--- src/sv/cls_pkg.sv ---
// cls_pkg: shared constants, codes and character classes for the c line identifier scanner
// no dependencies; imported by the interfaces and the top level
package cls_pkg;

	localparam int MaxTargetChars = 8;

	localparam int CharW = 8;
	localparam int WordW = 64;
	localparam int LenW = 4;
	localparam int ModeW = 4;
	localparam int ErrW = 2;
	localparam int AddrW = 4;
	localparam int DataW = 64;

	// lexer modes
	localparam logic [ModeW-1:0] MODE_NORMAL     = 4'd0;
	localparam logic [ModeW-1:0] MODE_IDENT      = 4'd1;
	localparam logic [ModeW-1:0] MODE_SLASH      = 4'd2;
	localparam logic [ModeW-1:0] MODE_LINECMT    = 4'd3;
	localparam logic [ModeW-1:0] MODE_BLOCK      = 4'd4;
	localparam logic [ModeW-1:0] MODE_BLOCK_STAR = 4'd5;
	localparam logic [ModeW-1:0] MODE_STR        = 4'd6;
	localparam logic [ModeW-1:0] MODE_STR_ESC    = 4'd7;
	localparam logic [ModeW-1:0] MODE_CHR        = 4'd8;
	localparam logic [ModeW-1:0] MODE_CHR_ESC    = 4'd9;

	// line end error codes
	localparam logic [ErrW-1:0] ERR_OK    = 2'd0;
	localparam logic [ErrW-1:0] ERR_STR   = 2'd1;
	localparam logic [ErrW-1:0] ERR_CHR   = 2'd2;
	localparam logic [ErrW-1:0] ERR_BLOCK = 2'd3;

	// register indexes, decoded from paddr[3]
	localparam logic REG_TARGET_WORD   = 1'b0;
	localparam logic REG_TARGET_LENGTH = 1'b1;

	localparam logic [CharW-1:0] CH_UNDERSCORE = 8'h5F;
	localparam logic [CharW-1:0] CH_SLASH      = 8'h2F;
	localparam logic [CharW-1:0] CH_STAR       = 8'h2A;
	localparam logic [CharW-1:0] CH_DQUOTE     = 8'h22;
	localparam logic [CharW-1:0] CH_SQUOTE     = 8'h27;
	localparam logic [CharW-1:0] CH_BACKSLASH  = 8'h5C;

	typedef struct packed {
		logic             ident_start;
		logic             ident_match_end;
		logic [ErrW-1:0]  error_code;
		logic             line_uses;
		logic             line_done;
	} result_t;

	function automatic logic is_head(input logic [CharW-1:0] c);
		logic r;
		r = (c >= 8'h61 && c <= 8'h7A) || (c >= 8'h41 && c <= 8'h5A) || (c == CH_UNDERSCORE);
		return r;
	endfunction

	function automatic logic is_tail(input logic [CharW-1:0] c);
		logic r;
		r = is_head(c) || (c >= 8'h30 && c <= 8'h39);
		return r;
	endfunction

endpackage

--- src/sv/cls_ifs.sv ---
// cls_ifs: valid/ready stream interfaces for character items and scan result items
// depends on cls_pkg for field widths
interface cls_char_if import cls_pkg::*; ();
	logic             valid;
	logic             ready;
	logic [CharW-1:0] char_code;
	logic             last_in_line;

	modport source (output valid, output char_code, output last_in_line, input ready);
	modport sink (input valid, input char_code, input last_in_line, output ready);
endinterface

interface cls_result_if import cls_pkg::*; ();
	logic            valid;
	logic            ready;
	logic            ident_start;
	logic            ident_match_end;
	logic [ErrW-1:0] error_code;
	logic            line_uses;
	logic            line_done;

	modport source (output valid, output ident_start, output ident_match_end,
		output error_code, output line_uses, output line_done, input ready);
	modport sink (input valid, input ident_start, input ident_match_end,
		input error_code, input line_uses, input line_done, output ready);
endinterface

--- src/sv/c_line_identifier_scanner.sv ---
// c_line_identifier_scanner: top level, lexer state, apb registers and result register
// depends on cls_pkg and the stream interfaces in cls_ifs.sv
//
// Takes one C source byte per item and returns one result item per byte, one item
// per clock cycle sustained while results.ready stays high. A byte passes an input
// register, then the lexer state update and identifier compare into the result
// register; the single lexer state update per cycle sets the rate. While a result
// waits in the result register, an empty input register still takes a new byte.
// Registers: target_word at byte address 0, target_length at 8 (64-bit apb data);
// write them only while the scanner is idle.
module c_line_identifier_scanner import cls_pkg::*; #(
	parameter int MAX_TARGET_CHARS = MaxTargetChars
) (
	input  logic              clk,
	input  logic              arst_n,
	cls_char_if.sink          chars,
	cls_result_if.source      results,
	input  logic              psel,
	input  logic              penable,
	input  logic              pwrite,
	input  logic [AddrW-1:0]  paddr,
	input  logic [DataW-1:0]  pwdata,
	output logic [DataW-1:0]  prdata,
	output logic              pready
);

	logic [WordW-1:0] target_word_q;
	logic [LenW-1:0]  target_length_q;

	logic             valid_s1;
	logic [CharW-1:0] char_s1;
	logic             last_s1;

	logic [ModeW-1:0] mode_q, mode_n;
	logic [LenW-1:0]  len_q, len_n;
	logic             match_q, match_n;
	logic             seen_q, seen_n;

	logic             out_valid_q;
	result_t          res_q, res_n;

	logic             advance;
	logic             normal_scan;
	logic             target_ok;
	logic [CharW-1:0] tbyte;
	logic             cfg_wr;

	// configuration
	assign pready = 1'b1;
	assign cfg_wr = psel && penable && pwrite;

	always_ff @(posedge clk or negedge arst_n) begin
		if (!arst_n) begin
			target_word_q   <= '0;
			target_length_q <= LenW'(1);
		end else if (cfg_wr) begin
			case (paddr[3])
				REG_TARGET_WORD:   target_word_q <= pwdata;
				REG_TARGET_LENGTH: target_length_q <= pwdata[LenW-1:0];
				default: ;
			endcase
		end
	end

	always_comb begin
		case (paddr[3])
			REG_TARGET_WORD:   prdata = target_word_q;
			REG_TARGET_LENGTH: prdata = {{(DataW-LenW){1'b0}}, target_length_q};
			default:           prdata = '0;
		endcase
	end

	// handshakes
	assign advance       = valid_s1 && (!out_valid_q || results.ready);
	assign chars.ready   = !valid_s1 || advance;

	always_ff @(posedge clk or negedge arst_n) begin
		if (!arst_n) begin
			valid_s1 <= 1'b0;
		end else if (chars.ready) begin
			valid_s1 <= chars.valid;
		end
	end

	always_ff @(posedge clk) begin
		if (chars.ready && chars.valid) begin
			char_s1 <= chars.char_code;
			last_s1 <= chars.last_in_line;
		end
	end

	// lexer step
	assign target_ok = (target_length_q != '0) && (target_length_q <= LenW'(MAX_TARGET_CHARS));
	assign tbyte     = target_word_q[{len_q[2:0], 3'b000} +: CharW];

	always_comb begin
		mode_n      = mode_q;
		len_n       = len_q;
		match_n     = match_q;
		seen_n      = seen_q;
		normal_scan = 1'b0;
		res_n       = '0;

		case (mode_q)
			MODE_IDENT: begin
				if (is_tail(char_s1)) begin
					if (match_q)
						match_n = (len_q < target_length_q) && (len_q < LenW'(MAX_TARGET_CHARS))
							&& (char_s1 == tbyte);
					if (len_q != {LenW{1'b1}})
						len_n = len_q + LenW'(1);
				end else begin
					res_n.ident_match_end = match_q && (len_q == target_length_q);
					normal_scan = 1'b1;
				end
			end
			MODE_SLASH: begin
				if (char_s1 == CH_SLASH)
					mode_n = MODE_LINECMT;
				else if (char_s1 == CH_STAR)
					mode_n = MODE_BLOCK;
				else
					normal_scan = 1'b1;
			end
			MODE_LINECMT: ;
			MODE_BLOCK: begin
				if (char_s1 == CH_STAR)
					mode_n = MODE_BLOCK_STAR;
			end
			MODE_BLOCK_STAR: begin
				if (char_s1 == CH_SLASH)
					mode_n = MODE_NORMAL;
				else if (char_s1 != CH_STAR)
					mode_n = MODE_BLOCK;
			end
			MODE_STR: begin
				if (char_s1 == CH_BACKSLASH)
					mode_n = MODE_STR_ESC;
				else if (char_s1 == CH_DQUOTE)
					mode_n = MODE_NORMAL;
			end
			MODE_STR_ESC: mode_n = MODE_STR;
			MODE_CHR: begin
				if (char_s1 == CH_BACKSLASH)
					mode_n = MODE_CHR_ESC;
				else if (char_s1 == CH_SQUOTE)
					mode_n = MODE_NORMAL;
			end
			MODE_CHR_ESC: mode_n = MODE_CHR;
			default: normal_scan = 1'b1;
		endcase

		if (normal_scan) begin
			mode_n = MODE_NORMAL;
			if (is_head(char_s1)) begin
				mode_n            = MODE_IDENT;
				len_n             = LenW'(1);
				match_n           = target_ok && (char_s1 == target_word_q[CharW-1:0]);
				res_n.ident_start = 1'b1;
			end else if (char_s1 == CH_DQUOTE) begin
				mode_n = MODE_STR;
			end else if (char_s1 == CH_SQUOTE) begin
				mode_n = MODE_CHR;
			end else if (char_s1 == CH_SLASH) begin
				mode_n = MODE_SLASH;
			end
		end

		// an identifier running into the line end still counts
		if (last_s1 && mode_n == MODE_IDENT && match_n && len_n == target_length_q)
			res_n.ident_match_end = 1'b1;
		if (res_n.ident_match_end)
			seen_n = 1'b1;

		res_n.line_done = last_s1;
		if (last_s1) begin
			if (mode_n == MODE_STR || mode_n == MODE_STR_ESC)
				res_n.error_code = ERR_STR;
			else if (mode_n == MODE_CHR || mode_n == MODE_CHR_ESC)
				res_n.error_code = ERR_CHR;
			else if (mode_n == MODE_BLOCK || mode_n == MODE_BLOCK_STAR)
				res_n.error_code = ERR_BLOCK;
			else
				res_n.error_code = ERR_OK;
			res_n.line_uses = seen_n && (res_n.error_code == ERR_OK);
			mode_n  = MODE_NORMAL;
			len_n   = '0;
			match_n = 1'b0;
			seen_n  = 1'b0;
		end
	end

	always_ff @(posedge clk or negedge arst_n) begin
		if (!arst_n) begin
			mode_q  <= MODE_NORMAL;
			len_q   <= '0;
			match_q <= 1'b0;
			seen_q  <= 1'b0;
		end else if (advance) begin
			mode_q  <= mode_n;
			len_q   <= len_n;
			match_q <= match_n;
			seen_q  <= seen_n;
		end
	end

	// result register
	always_ff @(posedge clk or negedge arst_n) begin
		if (!arst_n) begin
			out_valid_q <= 1'b0;
		end else if (!out_valid_q || results.ready) begin
			out_valid_q <= valid_s1;
		end
	end

	always_ff @(posedge clk) begin
		if (advance)
			res_q <= res_n;
	end

	assign results.valid           = out_valid_q;
	assign results.ident_start     = res_q.ident_start;
	assign results.ident_match_end = res_q.ident_match_end;
	assign results.error_code      = res_q.error_code;
	assign results.line_uses       = res_q.line_uses;
	assign results.line_done       = res_q.line_done;

endmodule
--- src/flat_wrapper.sv ---
// flat-port wrapper written by rule: the top's interface ports become plain ports
module c_line_identifier_scanner_flat import cls_pkg::*;
#(
	parameter int MAX_TARGET_CHARS = MaxTargetChars
)
  (clk, arst_n, psel, penable, pwrite, paddr, pwdata, prdata, pready, chars_valid, chars_char_code, chars_last_in_line, chars_ready, results_valid, results_ident_start, results_ident_match_end, results_error_code, results_line_uses, results_line_done, results_ready);
  cls_char_if chars_i ();
  cls_result_if results_i ();
  input  logic clk;
  input  logic arst_n;
  input  logic psel;
  input  logic penable;
  input  logic pwrite;
  input  logic [AddrW-1:0] paddr;
  input  logic [DataW-1:0] pwdata;
  output logic [DataW-1:0] prdata;
  output logic pready;
  input wire logic [$bits(chars_i.valid)-1:0] chars_valid;
  input wire logic [$bits(chars_i.char_code)-1:0] chars_char_code;
  input wire logic [$bits(chars_i.last_in_line)-1:0] chars_last_in_line;
  output wire logic [$bits(chars_i.ready)-1:0] chars_ready;
  output wire logic [$bits(results_i.valid)-1:0] results_valid;
  output wire logic [$bits(results_i.ident_start)-1:0] results_ident_start;
  output wire logic [$bits(results_i.ident_match_end)-1:0] results_ident_match_end;
  output wire logic [$bits(results_i.error_code)-1:0] results_error_code;
  output wire logic [$bits(results_i.line_uses)-1:0] results_line_uses;
  output wire logic [$bits(results_i.line_done)-1:0] results_line_done;
  input wire logic [$bits(results_i.ready)-1:0] results_ready;
  assign chars_i.valid = chars_valid;
  assign chars_i.char_code = chars_char_code;
  assign chars_i.last_in_line = chars_last_in_line;
  assign chars_ready = chars_i.ready;
  assign results_valid = results_i.valid;
  assign results_ident_start = results_i.ident_start;
  assign results_ident_match_end = results_i.ident_match_end;
  assign results_error_code = results_i.error_code;
  assign results_line_uses = results_i.line_uses;
  assign results_line_done = results_i.line_done;
  assign results_i.ready = results_ready;
  c_line_identifier_scanner #(.MAX_TARGET_CHARS(MAX_TARGET_CHARS)) u_core (.clk(clk), .arst_n(arst_n), .chars(chars_i), .results(results_i), .psel(psel), .penable(penable), .pwrite(pwrite), .paddr(paddr), .pwdata(pwdata), .prdata(prdata), .pready(pready));
endmodule
--- config.mk ---
export PLATFORM = sky130hd
export DESIGN_NAME = c_line_identifier_scanner_flat
export DESIGN_NICKNAME = d
export VERILOG_FILES = /design/src/sv/cls_pkg.sv /design/src/sv/cls_ifs.sv /design/src/sv/c_line_identifier_scanner.sv /design/src/flat_wrapper.sv
export SDC_FILE = /design/constraint.sdc
export NUM_CORES = 1
export LEC_CHECK = 0
export BUFFER_PORTS_ARGS = -buffer_cell sky130_fd_sc_hd__buf_4
export CAP_MARGIN = 10
export CELL_PAD_IN_SITES_DETAIL_PLACEMENT = 1
export CELL_PAD_IN_SITES_GLOBAL_PLACEMENT = 2
export CORE_MARGIN = 5
export CORE_UTILIZATION = 36
export CTS_CLUSTER_DIAMETER = 200
export DETAILED_ROUTE_END_ITERATION = 8
export GPL_TIMING_DRIVEN = 0
export PLACE_DENSITY = 0.88
export SETUP_SLACK_MARGIN = 0.4
export SLEW_MARGIN = 20
export SYNTH_ARGS = -nofsm -noshare
export SYNTH_HDL_FRONTEND = slang
export SYNTH_SLANG_ARGS = --single-unit
--- constraint.sdc ---
create_clock -name clk -period 7.55 [get_ports clk]
set_clock_uncertainty 0.1 [all_clocks]
set_input_delay 0.755 -clock clk [delete_from_list [all_inputs] [get_ports clk]]
set_output_delay 0.755 -clock clk [all_outputs]
set_load 0.01 [all_outputs]
## Word level (Yosys, flattened, before mapping)

Cells that the tools add are included.
Widths: inputs -> output; s select.

- Add/subtract/negate cells: 1
- Mux-type cells: 43
- Shift-type cells: 1
- Bitwise operators: 1
- Reductions and logical operators: 31
- Order comparisons: 9
- Equal/unequal tests: 28

Operators by type and width:

| kind | number |
|---|---|
| $pmux 64 s2 | 1 |
| $mux 4 | 20 |
| $shiftx 64x7->8 | 1 |
| $eq 4x3->1 const B | 8 |
| $eq 8x6->1 const B | 4 |
| $pmux 4 s7 | 1 |
| $eq 4x4->1 const B | 4 |
| $eq 8x7->1 const B | 2 |
| $eq 8x8->1 | 2 |
| $ge 8x7->1 const B | 2 |
| $le 8x7->1 const B | 2 |
| $logic_and 1x1->1 | 16 |
| $mux 1 | 15 |
| $mux 2 | 5 |
| $eq 4x1->1 const B | 2 |
| $eq 4x2->1 const B | 2 |
| $eq 4x4->1 | 2 |
| $ge 8x6->1 const B | 1 |
| $le 8x6->1 const B | 1 |
| $logic_or 1x1->1 | 8 |
| $ne 8x6->1 const B | 1 |
| $reduce_or 7->1 | 1 |
| $add 4x1->4 const B | 1 |
| $le 4x4->1 const B | 1 |
| 9 further kinds | 11 |

- Word-level logic and storage cells: 129
- Output and inout bits: 73
- Register bits: 95
- Input port bits: 84

## Logic depth before layout (Yosys ltp)

- Word-level depth: 16
- Gate-level depth with buffers: 11
- Depth with buffers taken out: 10

## Least setup slack after synthesis

OpenSTA, ideal clock, no wires.

- Path type: flip-flop to flip-flop
- Start point: register u_core.len_q[0]
- End point: register u_core.res_q, in the netlist u_core.results.ident_match_end, data pin
- Required time: 7.270 ns
- Arrival: 2.177 ns
- Setup time: 0.180 ns
- Setup slack: 5.093 ns
- Path buffers: 1
- Stages on the path, launching flop included: 11
- Clock period less this slack: 2.457 ns
- Path through: dfrtp_1 -> clkbuf_1 -> inv_2 -> ha_1 -> nor2b_1 -> o21ai_0 -> nand2b_1 -> a2111oi_0 -> nand4_1 -> o31a_1 -> o41ai_2

RTL lines:

| element | RTL line | source |
|---|---|---|
| start: declaration | c_line_identifier_scanner.sv:35 | `logic [LenW-1:0] len_q, len_n;` |
| start signal: assignment | c_line_identifier_scanner.sv:201 | `len_q <= len_n;` |
| end signal: assignment | c_line_identifier_scanner.sv:218 | `res_q <= res_n;` |
| end: declaration | c_line_identifier_scanner.sv:40 | `result_t res_q, res_n;` |

## Worst setup path after layout

- Start point: register u_core.len_q[2]
- End point: register u_core.res_q, in the netlist u_core.results.line_uses, data pin

- Longest elaborated chain between the ends: 13
- Elaborated cells on any way between the ends: 28
- Classes of those cells: 1 x add/sub; 2 x order compare; 4 x eq/ne; 1 x shift; 14 x mux; 6 x reduce/logical

RTL lines:

| element | RTL line | source |
|---|---|---|
| $shiftx 64x7->8 / $lt 4x4->1 (equally long branches) | c_line_identifier_scanner.sv:94, c_line_identifier_scanner.sv:108 |  |
| $eq 8x8->1 / $logic_and 1x1->1 (equally long branches) | c_line_identifier_scanner.sv:109, c_line_identifier_scanner.sv:108 |  |
| $logic_and 1x1->1 | c_line_identifier_scanner.sv:109 | `&& (char_s1 == tbyte);` |
| $mux 1 | c_line_identifier_scanner.sv:107 | `if (match_q)` |
| $mux 1 | c_line_identifier_scanner.sv:106 | `if (is_tail(char_s1)) begin` |
| $mux 1 | c_line_identifier_scanner.sv:104 | `case (mode_q)` |
| $mux 1 | c_line_identifier_scanner.sv:155 | `if (is_head(char_s1)) begin` |
| $mux 1 | c_line_identifier_scanner.sv:153 | `if (normal_scan) begin` |
| $logic_and 1x1->1 (2 in series) | c_line_identifier_scanner.sv:170 | `if (last_s1 && mode_n == MODE_IDENT && match_n && len_n == target_length_q)` |
| $mux 1 * | c_line_identifier_scanner.sv:170 |  |
| $mux 1 * | c_line_identifier_scanner.sv:172 | `if (res_n.ident_match_end)` |
| $logic_and 1x1->1 * | c_line_identifier_scanner.sv:185 | `res_n.line_uses = seen_n && (res_n.error_code == ERR_OK);` |

Every way passes the cells marked *; elsewhere a longest branch is shown, timed or not.
A chain may end at the register's enable or synchronous reset.

==> qor.yml <==
cts_sinks: 95
die_w_um: 135
routed_wl_mm: 18.5
start_kind: "flip-flop"
die-area_um2: 18100
finalHoldViolCount: 0
crit_arrival_ns: 3.21
setup_ws_ns: 4.45
diodes: 0
syn-cell-area_um2: 5590
io-pin-count: 157
overflow: 0
preCtsSetupSlack_ns: 4.43
clk_pin_slew_worst_paths_ns: 0.07
ys_ff_latch: 95
synth_edf_count: 15
yosys.cell_types.count: 61
io_buffers: 152
tightest_slew_ns: 0.801
fin_util_pct: 48.0
ys_seq_area_share_pct: 43.9
vias_per_cell: 5.39
wl_per_cell_um: 21.7
gp_congestion: 0.827
dpl.hpwl_mm: 14.2
core_area_um2: 15200
avgSynthCellArea_um2: 11.3
synthDominantCellAreaShare_pct: 35.4
grt_pass1_vias: 5112
ant_nets: 0
cts_resized: 0
antenna_found_initial: 0
synth.most_common_cell: "dfrtp_1"
drt_iter0_drc: 153
path_class: "flip-flop to flip-flop"
cts_max_level: 3
grt_pass1_wl_mm: 29.0
finalCritPeriodShare_pct: 41.1
p_per_area_nw_per_um2: 252
nets: 748
synth_flop_cell: "dfrtp_1"
period_needed_ns: 3.10
synth_nets: 585
synthCells: 496
ys_warn_count: 0
num_rows: 45
cts_setup_buffers: 0
setup.worst_path.end_class: "flip-flop"
hold-worst-slack_ns: 0.353
cp.required_ns: 7.66
power_mw: 1.84
drv_slew: 0
clk_path_buf_depth: 2
status: "finished clean"
cts_tree: "yes"
r2r_slack_ns: 4.45
drive_gt1_share_pct: 42.3
max-cap-violations: 0
hold_path_class: "primary input to asynchronous set/reset pin"
reg2reg_depth: 9
root_buffer: "clkbuf_16"
p_leak_nw: 3.21
r2r-start: "u_core.len_q[2]$_DFFE_PN0P_"
cts_hold_buf: 0
maxSlewHeadroom_pct: 46.6
setup_viol: 0
grt.total_usage_pct: 20.8
rsz0062_at_grt: "false"
synthArstFlopShare_pct: 84.2
clk_latency_ns: 0.35
fp.dieH_um: 135
first_pass_iters: 4
drc: 0
num_vias: 4593
rr_endpoint: "u_core.results.line_uses$_SDFFCE_PN0P_"
synth_area_leader_cell: "dfrtp_1"
max_freq_mhz: 322
grt_max_degree: 81
start_util_pct: 36.8
tns_ns: 0
cts_buffers: 9
synth_commonest_cells: "79 x dfrtp_1, 72 x mux2_2, 65 x nor2b_1"
peakVddDrop_v: 0.000137
area_delta_synth_final_pct: 30.6
crit_fanout: 10
synth.area.top_cells: "dfrtp_1 35%, mux2_2 15%, edfxtp_1 8.1%"
layout by cell type (no fill, tap or decap), types with 5 or more instances in the layout:
master,instances
edfxtp_1,15
nor2b_1,65
xor2_1,5
mux4_2,13
xnor2_1,14
o21ai_0,14
a31oi_1,5
nand2_1,20
nand3_1,9
ha_1,5
buf_4,154
mux2_2,72
nand4_1,7
a21oi_1,12
nand2b_1,8
clkbuf_16,10
nor3_1,7
dfrtp_1,79
clkbuf_1,20
buf_2,7
mux2i_1,19
nor2_1,18
inv_1,13
worst max-delay path: stages, from the launching register on:
cell      delay [ns]
dfrtp_1         0.46
buf_2           0.34
buf_2           0.37
mux4_2          0.38
mux2i_1         0.29
xor2_1          0.19
nand4_1         0.11
o31a_1          0.33
nand4b_1        0.22
o21ai_1         0.15
routing by layer:
metal / wire [um] / up-vias / global-route usage, %
met4: 239 / 0 / 4.47
met3: 1030 / 15 / 5.74
met1: 7760 / 2345 / 25.8
met2: 9460 / 128 / 36.4
met5: 0 / - / 0
li1: - / 2105 / -
logic make-up (layout without fill, tap and decap cells):
family                   count (synthesis)  count (layout)  synth area share, %
XOR/XNOR                                19              19                 2.98
flip-flops                              95              95                 43.9
AND/OR/NAND/NOR                        159             159                 16.3
multiplexers                           105             105                 23.4
other                                    1               1               0.0671
AO/OA/AOI/OAI                           65              65                 8.48
adder cells (fa/ha/maj)                  5               5                 1.12
buffers and inverters                   47             215                 3.78
worst max-delay path by stage:
| stage | from | end | slack [ns] | cells past startpoint |
|---|---|---|---|---|
| floorplan | u_core.len_q[0]$_DFFE_PN0P_ | u_core.results.ident_match_end$_DFFE_PP_ | 5.09 | 10 |
| global placement | u_core.len_q[0]$_DFFE_PN0P_ | u_core.results.line_uses$_SDFFCE_PN0P_ | 4.41 | 11 |
| detailed placement | u_core.len_q[2]$_DFFE_PN0P_ | u_core.results.line_uses$_SDFFCE_PN0P_ | 4.43 | 9 |
| CTS | u_core.len_q[2]$_DFFE_PN0P_ | u_core.results.line_uses$_SDFFCE_PN0P_ | 4.41 | 9 |
| global route | u_core.len_q[0]$_DFFE_PN0P_ | u_core.results.ident_match_end$_DFFE_PP_ | 4.25 | 10 |
| finish | u_core.len_q[2]$_DFFE_PN0P_ | u_core.results.line_uses$_SDFFCE_PN0P_ | 4.45 | 9 |
registers in the layout, summed over array words and instances, names as in the netlist:
register	count
u_core.results.line_uses	1
u_core.match_q	1
u_core.target_length_q	4
u_core.results.valid	1
u_core.results.line_done	1
u_core.len_q	4
u_core.last_s1	1
u_core.char_s1	8
u_core.results.ident_match_end	1
u_core.results.error_code	2
u_core.mode_q	4
u_core.target_word_q	64
u_core.valid_s1	1
u_core.seen_q	1
u_core.results.ident_start	1
metrics by stage:
stage               instance area [um2]  instances
finish                             7300        852
floorplan                          5590        496
detailed placement                 6970        836
CTS                                7300        852
global route                       7300        852
global placement                   6970        836
area by class of cell:
cell class / instances / area (um2)
tap: 188 / 235
multi-input combinational: 354 / 2930
clock buffer: 12 / 278
sequential: 95 / 2450
inverter: 15 / 56.3
fill: 1664 / 7900
timing repair buffer: 152 / 1140
clock inverter: 4 / 53.8
buffer: 32 / 155
power by group:
part,switching (mW),internal (mW)
clock,0.207,0.298
combinational,0.300,0.329
sequential,0.0859,0.617
total,0.593,1.24
Power figures use the tool's default switching activity.
